### src/hdl/rthc_pkg.sv
package rthc_pkg;

  // channel width of red, green, blue and brightness
  localparam int CHANNEL_BITS = 8;

  // Q0.16 hue and saturation
  localparam int FRAC_BITS = 16;

  // divisor width: 6*chroma needs three bits above a channel
  localparam int DIV_W = CHANNEL_BITS + 3;
  // hue numerator before wrap: range -chroma .. 5*chroma, one sign bit more
  localparam int NUM_W = DIV_W + 1;

  // quotient bits resolved per back-end stage
  localparam int BITS_PER_STAGE = 2;
  localparam int DIV_STAGES = FRAC_BITS / BITS_PER_STAGE;
  localparam int STAGE_W = $clog2(DIV_STAGES + 1);

  // decoupling queue between front and back
  localparam int QUEUE_DEPTH = 4;
  localparam int QUEUE_AW = $clog2(QUEUE_DEPTH);

  // hue sector base is 0, 2 or 4 times chroma: shifts for the latter two
  localparam int SECTOR_GREEN_SHIFT = 1;
  localparam int SECTOR_BLUE_SHIFT = 2;

  // stream widths, rounded up to whole bytes
  localparam int S_DATA_W = ((3 * CHANNEL_BITS + 7) / 8) * 8;
  localparam int M_DATA_W = ((2 * FRAC_BITS + CHANNEL_BITS + 7) / 8) * 8;

  // one classified pixel, ready for division
  typedef struct packed {
    logic [DIV_W-1:0]        hue_num;    // wrapped numerator, below hue_den
    logic [DIV_W-1:0]        hue_den;    // 6 * chroma
    logic [CHANNEL_BITS-1:0] sat_num;    // chroma
    logic [CHANNEL_BITS-1:0] brightness; // max channel, also sat divisor
    logic                    hue_zero;   // grey pixel
    logic                    sat_zero;   // black pixel
    logic                    sat_max;    // min channel zero: quotient is one
  } rthc_item_t;

endpackage

### src/hdl/rthc_front.sv
module rthc_front
  import rthc_pkg::*;
(
  input  logic                    clk,
  input  logic                    rst,
  input  logic                    in_valid,
  output logic                    in_ready,
  input  logic [CHANNEL_BITS-1:0] red,
  input  logic [CHANNEL_BITS-1:0] green,
  input  logic [CHANNEL_BITS-1:0] blue,
  output logic                    out_valid,
  input  logic                    out_ready,
  output rthc_item_t              out_item
);

  logic                    valid;
  rthc_item_t              item;
  rthc_item_t              item_next;

  logic [CHANNEL_BITS-1:0] hi;
  logic [CHANNEL_BITS-1:0] lo;
  logic [CHANNEL_BITS-1:0] chroma;
  logic [NUM_W-1:0]        base;
  logic [NUM_W-1:0]        plus;
  logic [NUM_W-1:0]        minus;
  logic [NUM_W-1:0]        num;
  logic [NUM_W-1:0]        num_wrap;
  logic [DIV_W-1:0]        den6;

  always_comb begin
    hi = red;
    if (green > hi) hi = green;
    if (blue > hi) hi = blue;
    lo = red;
    if (green < lo) lo = green;
    if (blue < lo) lo = blue;
    chroma = hi - lo;
    den6 = (DIV_W'(chroma) << SECTOR_BLUE_SHIFT) + (DIV_W'(chroma) << SECTOR_GREEN_SHIFT);

    // first channel equal to max wins, red then green then blue
    priority if (hi == red) begin
      base  = '0;
      plus  = NUM_W'(green);
      minus = NUM_W'(blue);
    end else if (hi == green) begin
      base  = NUM_W'(chroma) << SECTOR_GREEN_SHIFT;
      plus  = NUM_W'(blue);
      minus = NUM_W'(red);
    end else begin
      base  = NUM_W'(chroma) << SECTOR_BLUE_SHIFT;
      plus  = NUM_W'(red);
      minus = NUM_W'(green);
    end

    // modular arithmetic; a negative numerator gets one full turn added
    num = base + plus - minus;
    num_wrap = num[NUM_W-1] ? (num + NUM_W'(den6)) : num;

    item_next.hue_num    = num_wrap[DIV_W-1:0];
    item_next.hue_den    = den6;
    item_next.sat_num    = chroma;
    item_next.brightness = hi;
    item_next.hue_zero   = (chroma == '0);
    item_next.sat_zero   = (hi == '0);
    item_next.sat_max    = (lo == '0) && (hi != '0);
  end

  assign in_ready  = !valid || out_ready;
  assign out_valid = valid;
  assign out_item  = item;

  always_ff @(posedge clk) begin
    if (rst) begin
      valid <= 1'b0;
    end else if (in_ready) begin
      valid <= in_valid;
    end
  end

  always_ff @(posedge clk) begin
    if (in_ready && in_valid) begin
      item <= item_next;
    end
  end

endmodule

### src/hdl/rthc_queue.sv
module rthc_queue
  import rthc_pkg::*;
(
  input  logic       clk,
  input  logic       rst,
  input  logic       in_valid,
  output logic       in_ready,
  input  rthc_item_t in_item,
  output logic       out_valid,
  input  logic       out_ready,
  output rthc_item_t out_item
);

  rthc_item_t          slots [QUEUE_DEPTH];
  logic [QUEUE_AW-1:0] wr_ptr;
  logic [QUEUE_AW-1:0] rd_ptr;
  logic [QUEUE_AW:0]   count;
  logic                push;
  logic                pop;

  assign in_ready  = (count != (QUEUE_AW+1)'(QUEUE_DEPTH));
  assign out_valid = (count != '0);
  assign push      = in_valid && in_ready;
  assign pop       = out_valid && out_ready;
  assign out_item  = slots[rd_ptr];

  always_ff @(posedge clk) begin
    if (rst) begin
      wr_ptr <= '0;
      rd_ptr <= '0;
      count  <= '0;
    end else begin
      if (push) wr_ptr <= wr_ptr + QUEUE_AW'(1);
      if (pop) rd_ptr <= rd_ptr + QUEUE_AW'(1);
      unique case ({push, pop})
        2'b10:   count <= count + (QUEUE_AW+1)'(1);
        2'b01:   count <= count - (QUEUE_AW+1)'(1);
        default: count <= count;
      endcase
    end
  end

  always_ff @(posedge clk) begin
    if (push) begin
      slots[wr_ptr] <= in_item;
    end
  end

  a_count_bound: assert property (@(posedge clk) disable iff (rst)
    count <= (QUEUE_AW+1)'(QUEUE_DEPTH))
    else $error("queue fill count beyond depth");

  a_ptr_track: assert property (@(posedge clk) disable iff (rst)
    (rd_ptr + count[QUEUE_AW-1:0]) == wr_ptr)
    else $error("queue pointers disagree with fill count");

endmodule

### src/hdl/rthc_back.sv
module rthc_back
  import rthc_pkg::*;
(
  input  logic                    clk,
  input  logic                    rst,
  input  logic                    in_valid,
  output logic                    in_ready,
  input  rthc_item_t              in_item,
  output logic                    out_valid,
  input  logic                    out_ready,
  output logic [FRAC_BITS-1:0]    hue,
  output logic [FRAC_BITS-1:0]    saturation,
  output logic [CHANNEL_BITS-1:0] brightness
);

  // per-stage divider state; index 0 is the entry stage, DIV_STAGES the output
  logic                    vld      [DIV_STAGES+1];
  logic [DIV_W-1:0]        hrem     [DIV_STAGES+1];
  logic [DIV_W-1:0]        hden     [DIV_STAGES+1];
  logic [FRAC_BITS-1:0]    hq       [DIV_STAGES+1];
  logic [CHANNEL_BITS-1:0] srem     [DIV_STAGES+1];
  logic [CHANNEL_BITS-1:0] sden     [DIV_STAGES+1];
  logic [FRAC_BITS-1:0]    sq       [DIV_STAGES+1];
  logic                    hzero    [DIV_STAGES+1];
  logic                    szero    [DIV_STAGES+1];
  logic                    smax     [DIV_STAGES+1];

  logic [DIV_W-1:0]        hrem_next [DIV_STAGES];
  logic [FRAC_BITS-1:0]    hq_next   [DIV_STAGES];
  logic [CHANNEL_BITS-1:0] srem_next [DIV_STAGES];
  logic [FRAC_BITS-1:0]    sq_next   [DIV_STAGES];

  logic advance;

  // whole pipeline moves unless the output register is held
  assign advance  = !vld[DIV_STAGES] || out_ready;
  assign in_ready = advance;

  // restoring division, BITS_PER_STAGE quotient bits per stage, both dividers
  always_comb begin
    logic [DIV_W:0]        ht;
    logic [DIV_W-1:0]      hr;
    logic [FRAC_BITS-1:0]  hqq;
    logic [CHANNEL_BITS:0] st;
    logic [CHANNEL_BITS-1:0] sr;
    logic [FRAC_BITS-1:0]  sqq;
    for (int s = 0; s < DIV_STAGES; s++) begin
      hr  = hrem[s];
      hqq = hq[s];
      sr  = srem[s];
      sqq = sq[s];
      for (int b = 0; b < BITS_PER_STAGE; b++) begin
        ht = {hr, 1'b0};
        if (ht >= {1'b0, hden[s]}) begin
          hr  = DIV_W'(ht - {1'b0, hden[s]});
          hqq = {hqq[FRAC_BITS-2:0], 1'b1};
        end else begin
          hr  = ht[DIV_W-1:0];
          hqq = {hqq[FRAC_BITS-2:0], 1'b0};
        end
        st = {sr, 1'b0};
        if (st >= {1'b0, sden[s]}) begin
          sr  = CHANNEL_BITS'(st - {1'b0, sden[s]});
          sqq = {sqq[FRAC_BITS-2:0], 1'b1};
        end else begin
          sr  = st[CHANNEL_BITS-1:0];
          sqq = {sqq[FRAC_BITS-2:0], 1'b0};
        end
      end
      hrem_next[s] = hr;
      hq_next[s]   = hqq;
      srem_next[s] = sr;
      sq_next[s]   = sqq;
    end
  end

  always_ff @(posedge clk) begin
    if (rst) begin
      for (int s = 0; s <= DIV_STAGES; s++) vld[s] <= 1'b0;
    end else if (advance) begin
      vld[0] <= in_valid;
      for (int s = 0; s < DIV_STAGES; s++) vld[s+1] <= vld[s];
    end
  end

  always_ff @(posedge clk) begin
    if (advance) begin
      hrem[0]  <= in_item.hue_num;
      hden[0]  <= in_item.hue_den;
      hq[0]    <= '0;
      srem[0]  <= in_item.sat_num;
      sden[0]  <= in_item.brightness;
      sq[0]    <= '0;
      hzero[0] <= in_item.hue_zero;
      szero[0] <= in_item.sat_zero;
      smax[0]  <= in_item.sat_max;
      for (int s = 0; s < DIV_STAGES; s++) begin
        hrem[s+1]  <= hrem_next[s];
        hden[s+1]  <= hden[s];
        hq[s+1]    <= hq_next[s];
        srem[s+1]  <= srem_next[s];
        sden[s+1]  <= sden[s];
        sq[s+1]    <= sq_next[s];
        hzero[s+1] <= hzero[s];
        szero[s+1] <= szero[s];
        smax[s+1]  <= smax[s];
      end
    end
  end

  assign out_valid  = vld[DIV_STAGES];
  assign brightness = sden[DIV_STAGES];
  assign hue        = hzero[DIV_STAGES] ? '0 : hq[DIV_STAGES];
  always_comb begin
    priority if (szero[DIV_STAGES]) saturation = '0;
    else if (smax[DIV_STAGES])      saturation = '1;
    else                            saturation = sq[DIV_STAGES];
  end

  a_hue_entry: assert property (@(posedge clk) disable iff (rst)
    vld[0] && !hzero[0] |-> hrem[0] < hden[0])
    else $error("hue numerator not wrapped below divisor");

  a_hue_rem: assert property (@(posedge clk) disable iff (rst)
    vld[DIV_STAGES] && !hzero[DIV_STAGES] |-> hrem[DIV_STAGES] < hden[DIV_STAGES])
    else $error("hue remainder not below divisor");

  a_sat_rem: assert property (@(posedge clk) disable iff (rst)
    vld[DIV_STAGES] && !szero[DIV_STAGES] && !smax[DIV_STAGES]
      |-> srem[DIV_STAGES] < sden[DIV_STAGES])
    else $error("saturation remainder not below divisor");

endmodule

### src/hdl/rgb_to_hsv_converter_core.sv
// RGB to HSV converter, one pixel per item.
//
// Input stream s_*: one pixel per item, red, green and blue channels.
// Output stream m_*: one result per pixel, hue and saturation as unsigned
// Q0.16 fractions and brightness as the largest channel. Results leave in
// input order.
//
// Path from input acceptance to m_tvalid: front register, queue, then an
// eight-stage divider pipeline with two quotient bits resolved per stage.
// Throughput: one pixel per clock while the receiver does not stall; the divider pipeline is fully pipelined.
//
// Reset (rst, synchronous): flushes the front register, the queue and the
// divider valids; nothing held is delivered afterwards.
// Receiver stall: the divider pipeline freezes while m_tvalid is high and
// m_tready is low. The front keeps accepting into the four-entry queue until
// it fills, then s_tready drops.
module rgb_to_hsv_converter_core
  import rthc_pkg::*;
(
  input  logic                clk,
  input  logic                rst,
  input  logic                s_tvalid,
  output logic                s_tready,
  input  logic [S_DATA_W-1:0] s_tdata,   // red, green, blue
  output logic                m_tvalid,
  input  logic                m_tready,
  output logic [M_DATA_W-1:0] m_tdata    // hue, saturation, brightness
);

  rthc_item_t              front_item;
  rthc_item_t              queue_item;
  logic                    front_valid;
  logic                    front_ready;
  logic                    queue_valid;
  logic                    queue_ready;
  logic [FRAC_BITS-1:0]    hue;
  logic [FRAC_BITS-1:0]    saturation;
  logic [CHANNEL_BITS-1:0] brightness;

  // front: max/min, chroma, sector pick and numerator wrap
  rthc_front u_front (
    .clk       (clk),
    .rst       (rst),
    .in_valid  (s_tvalid),
    .in_ready  (s_tready),
    .red       (s_tdata[CHANNEL_BITS-1:0]),
    .green     (s_tdata[2*CHANNEL_BITS-1:CHANNEL_BITS]),
    .blue      (s_tdata[3*CHANNEL_BITS-1:2*CHANNEL_BITS]),
    .out_valid (front_valid),
    .out_ready (front_ready),
    .out_item  (front_item)
  );

  // short queue so the front keeps taking pixels while the back is held
  rthc_queue u_queue (
    .clk       (clk),
    .rst       (rst),
    .in_valid  (front_valid),
    .in_ready  (front_ready),
    .in_item   (front_item),
    .out_valid (queue_valid),
    .out_ready (queue_ready),
    .out_item  (queue_item)
  );

  // back: pipelined hue and saturation dividers, last stage is the output reg
  rthc_back u_back (
    .clk        (clk),
    .rst        (rst),
    .in_valid   (queue_valid),
    .in_ready   (queue_ready),
    .in_item    (queue_item),
    .out_valid  (m_tvalid),
    .out_ready  (m_tready),
    .hue        (hue),
    .saturation (saturation),
    .brightness (brightness)
  );

  assign m_tdata = M_DATA_W'({brightness, saturation, hue});

endmodule

### config.mk
export PLATFORM = sky130hd
export DESIGN_NAME = rgb_to_hsv_converter_core
export DESIGN_NICKNAME = d
export VERILOG_FILES = /design/src/hdl/rthc_pkg.sv /design/src/hdl/rthc_front.sv /design/src/hdl/rthc_queue.sv /design/src/hdl/rthc_back.sv /design/src/hdl/rgb_to_hsv_converter_core.sv
export SDC_FILE = /design/constraint.sdc
export NUM_CORES = 2
export LEC_CHECK = 0
export ABC_AREA = 0
export BUFFER_PORTS_ARGS = -buffer_cell sky130_fd_sc_hd__buf_2
export CORE_UTILIZATION = 45
export DETAILED_ROUTE_END_ITERATION = 10
export SLEW_MARGIN = 20
export SYNTH_ARGS = -nofsm -noshare
export SYNTH_HDL_FRONTEND = slang
export SYNTH_SLANG_ARGS = --single-unit
### constraint.sdc
create_clock -name clk -period 17.3 [get_ports clk]
set_input_delay 5.19 -clock clk [delete_from_list [all_inputs] [get_ports clk]]
set_output_delay 5.19 -clock clk [all_outputs]
set_load 0.01 [all_outputs]
==> summary.md <==
| Metric | Value |
|---|---|
| Worst EP required | `17.66 ns` |
| Hold Crit Class | `reg2reg` |
| Root Driver | `clkbuf_16` |
| M2 GR Usage | `between 30% and 40%` |
| Maximum number of pins on one net before global-route repair | `approximately 110` |
| DIE AREA | `88000 um2` |
| Post-route setup TNS | `0 ns` |
| Synth Net Count | `3688` |
| DRC Markers | `0` |
| Fillers | `7536` |
| Final Cycle Share | `86.2%` |
| Post-CTS Setup Bufs | `0` |
| CTS max path bufs | `3` |
| GRT overflow | `0` |
| GR peak layer | `met2` |
| Final hold vios | `0` |
| Register area share after synthesis | `52.1%` |
| Crit Path Class | `in2reg` |
| Worst EP arrival | `15.28 ns` |
| Initial DRT Pass Iterations | `8` |
| CTS resizes | `0` |
| Htree depth | `3` |
| Fmax | `0.0670 GHz` |
| Main synth FF type | `edfxtp_1` |
| Clock latency on the worst-skew pair | `0.62 ns` |
| Clock-pin slew on the worst setup and hold paths | `approximately 0.060 ns` |
| Total number of vias | `between 20000 and 25000` |
| Delay-heaviest family, CP | `compound AO/OA/AOI/OAI gates` |
| Starting Density | `45.7%` |
| Ant diodes | `0` |
| Slowest stage delay, CP | `0.72 ns` |
| GR Util met1 | `roughly a quarter` |
| Routed wire length | `76900 um` |
| R2R Path End | `u_back.hrem[0][50]` |
| Die Wd | `297 um` |
| Area grow syn2layout | `10.8%` |
| Number of synthesis warnings | `0` |
| Die Y | `297 um` |
| Fin crit period | `between 10 and 15 ns` |
| Hold-fix buffers, CTS | `0` |
| Sink Count | `681` |
| R2r startpoint | `u_back.hden[0][35]` |
| Vias per cell | `5.24` |
| Number of synthesized register bits | `approximately 680` |
| Mapped Area | `~39000 um2` |
| Area of the multi-input gates | `17100 um2` |
| Hold path cells | `0` |
| Cell count after synthesis | `3292` |
| Vias in the first global route | `23780` |
| Worst Tran Pin Value | `1.04 ns` |
| Status | `finished clean` |
| TritonCTS clock tree | `done` |
| Asr flop ratio synth | `0%` |
| Clk_skew | `0.0218 ns` |
| Slew HR | `30.9%` |
| Post-synth EDFFs | `671` |
| Worst path bufs/invs | `4` |
| Hpwl dp | `between 50000 and 60000 um` |
| Placer Congestion | `0.893` |
| Worst slack, placed | `1.80 ns` |
| Final worst slack | `2.38 ns` |
| Hold-critical path endpoint | `u_back.hq[1][61]` |
| Initial antenna violation count | `1` |
| Hold Startpoint | `u_back.hq[1][43]` |
| IO Pins | `70` |
| Core Area | `85500 um2` |
| Final core occ | `between 50% and 60%` |
| 1st-iter DRT viols | `between 1000 and 1500` |
| CTS buffer count | `76` |
| Layout net count | `3802` |
| GRT Overall Usage | `between 10% and 20%` |
| Crit-path max FO | `22` |
| Reg2Reg Depth | `26` |
| Max cap viols | `0` |
| First-pass GRT wire length | `124000 um` |
| Finish-stage setup viols | `0` |
| Layout cell share with drive strength beyond 1 | `approximately an eighth` |
| Reg area | `20400 um2` |
| Post-synth cell types | `80` |
| Setup slack, reg-to-reg | `10.41 ns` |
| Post-detailed-route count of antenna-violating nets | `0` |
| Slowest library cell on the worst path | `or4_1` |
| Startpoint class of the critical path | `input port` |
| FP Rows | `107` |
| Endpoint class of the critical path | `register` |
| Max Slew Vio Count | `0` |
| Mean Syn Cell Area | `11.9 um2` |
| RSZ-0062 raised after global routing | `no` |
| Met3 Usage GRT | `2.57%` |
| I/O Buffers | `69` |
| Wire per inst | `around 17 um` |
==> through the flow <==
step	instance area, um2	cells	hold slack [ns]
final	43300	4609	0.407
after global routing	43300	4609	0.409
after CTS	43300	4609	0.405
after detailed placement	40800	4472	0.405
after global placement	40800	4472	0.400
after floorplan	39100	3292	0.400
==> worst register-to-register path, stage by stage (launching register included) <==
cell	delay (ns)
edfxtp_1	0.41
inv_1	0.10
ha_1	0.31
nor2b_1	0.13
o21ai_0	0.20
a21boi_0	0.15
o21ai_0	0.27
a21boi_0	0.17
o21ai_0	0.25
a21boi_0	0.17
o21a_1	0.20
o21ai_0	0.47
and2_1	0.52
nor2_1	0.12
ha_1	0.33
nor2b_1	0.14
o21ai_0	0.21
a21oi_1	0.13
o21ai_0	0.26
a21boi_0	0.16
o21ai_0	0.17
nand2b_1	0.11
a21o_1	0.19
a21o_1	0.18
and2_1	0.16
nor2b_1	0.69
mux2_2	0.43
==> Yosys cell counts (all sizes together), types with 10 or more instances <==
master / instances / share of area (%)
a211oi: 15 / 0.29
a21boi: 64 / 1.3
a21o: 65 / 1.2
a21oi: 127 / 1.7
a221oi: 14 / 0.31
a31oi: 13 / 0.21
and2: 32 / 0.51
and3: 13 / 0.21
buf: 18 / 0.29
clkbuf: 36 / 0.35
dfxtp: 10 / 0.51
edfxtp: 671 / 52
fa: 29 / 1.5
ha: 339 / 11
inv: 357 / 3.4
mux2: 142 / 4.1
mux2i: 36 / 0.93
mux4: 39 / 2.2
nand2: 203 / 2.0
nand2b: 48 / 0.77
nand3: 48 / 0.63
nand4: 41 / 0.66
nor2: 260 / 2.5
nor2b: 72 / 1.2
nor3: 32 / 0.42
o21a: 35 / 0.68
o21ai: 213 / 2.8
o31ai: 39 / 0.76
or2: 12 / 0.19
or4: 12 / 0.23
xnor2: 121 / 2.7
xor2: 47 / 1.1
==> final cells by class <==
| type | count | share of cell area, % |
|---|---|---|
| clock buffer | 90 | 4.64 |
| clock inverter | 47 | 1.16 |
| inverter | 357 | 3.11 |
| multi-input combinational | 2200 | 39.6 |
| sequential | 681 | 47.0 |
| tap | 1144 | 3.31 |
| timing repair buffer | 90 | 1.16 |
==> placed cells by master (no fill, tap or decap), types with 34 or more instances in the layout <==
cell	count
o21a_1	34
nor2_1	255
mux2i_1	35
edfxtp_1	671
mux2_2	142
nand2b_1	48
xnor2_1	121
xor2_1	47
nand2_1	202
nand4_1	41
inv_1	356
o31ai_1	38
a21boi_0	62
o21ai_0	202
mux4_2	39
buf_2	69
a21o_1	65
nor2b_1	72
clkbuf_16	78
ha_1	339
nand3_1	47
a21oi_1	123
==> worst max-delay path by stage <==
stage / from / endpoint / slack (ns) / cells after the start
after floorplan: m_tready / u_back.hden[0][10] / 2.21 / 2
after global placement: s_tdata[1] / u_front.out_item[40] / 1.90 / 40
after detailed placement: s_tdata[1] / u_front.out_item[40] / 1.80 / 40
after CTS: s_tdata[1] / u_front.out_item[40] / 2.43 / 40
after global routing: s_tdata[1] / u_front.out_item[40] / 1.42 / 40
final: s_tdata[1] / u_front.out_item[40] / 2.38 / 40
==> logic make-up (layout without fill, tap and decap cells) <==
kind of cell	Yosys count	count (layout)	share of synthesized area (%)
adders and majority gates	368	368	12.3
muxes	217	217	7.27
xor gates and xnor gates	168	168	3.77
AOI/OAI and AO/OA	648	648	10.7
DFF	681	681	52.1
buffers and inverters	411	584	4.06
and+or+nand+nor	799	799	9.78
==> state kept, by name (all words and copies together) (netlist names), named ones only <==
register	count
u_front.out_valid	1
u_queue.rd_ptr	2
u_back.sq	72
u_back.vld	9
u_back.hzero	9
u_back.srem	64
u_back.szero	9
u_queue.wr_ptr	2
u_front.out_item	39
u_back.sden	72
u_queue.count	3
u_back.smax	9
u_back.hrem	81
u_queue.slots	156
u_back.hq	72
u_back.hden	79
==> metal layers <==
layer / vias up / routed length [um] / part of all wire (%)
li1: 12243 / - / -
met1: 11463 / 35700 / 46
met2: 351 / 37200 / 48
met3: 96 / 2630 / 3.4
met4: 0 / 1400 / 1.8
met5: - / 0 / 0
Power is left out: the tool's default activity adds up to more than one toggle a clock period on the data nets, which glitch-free logic cannot reach.
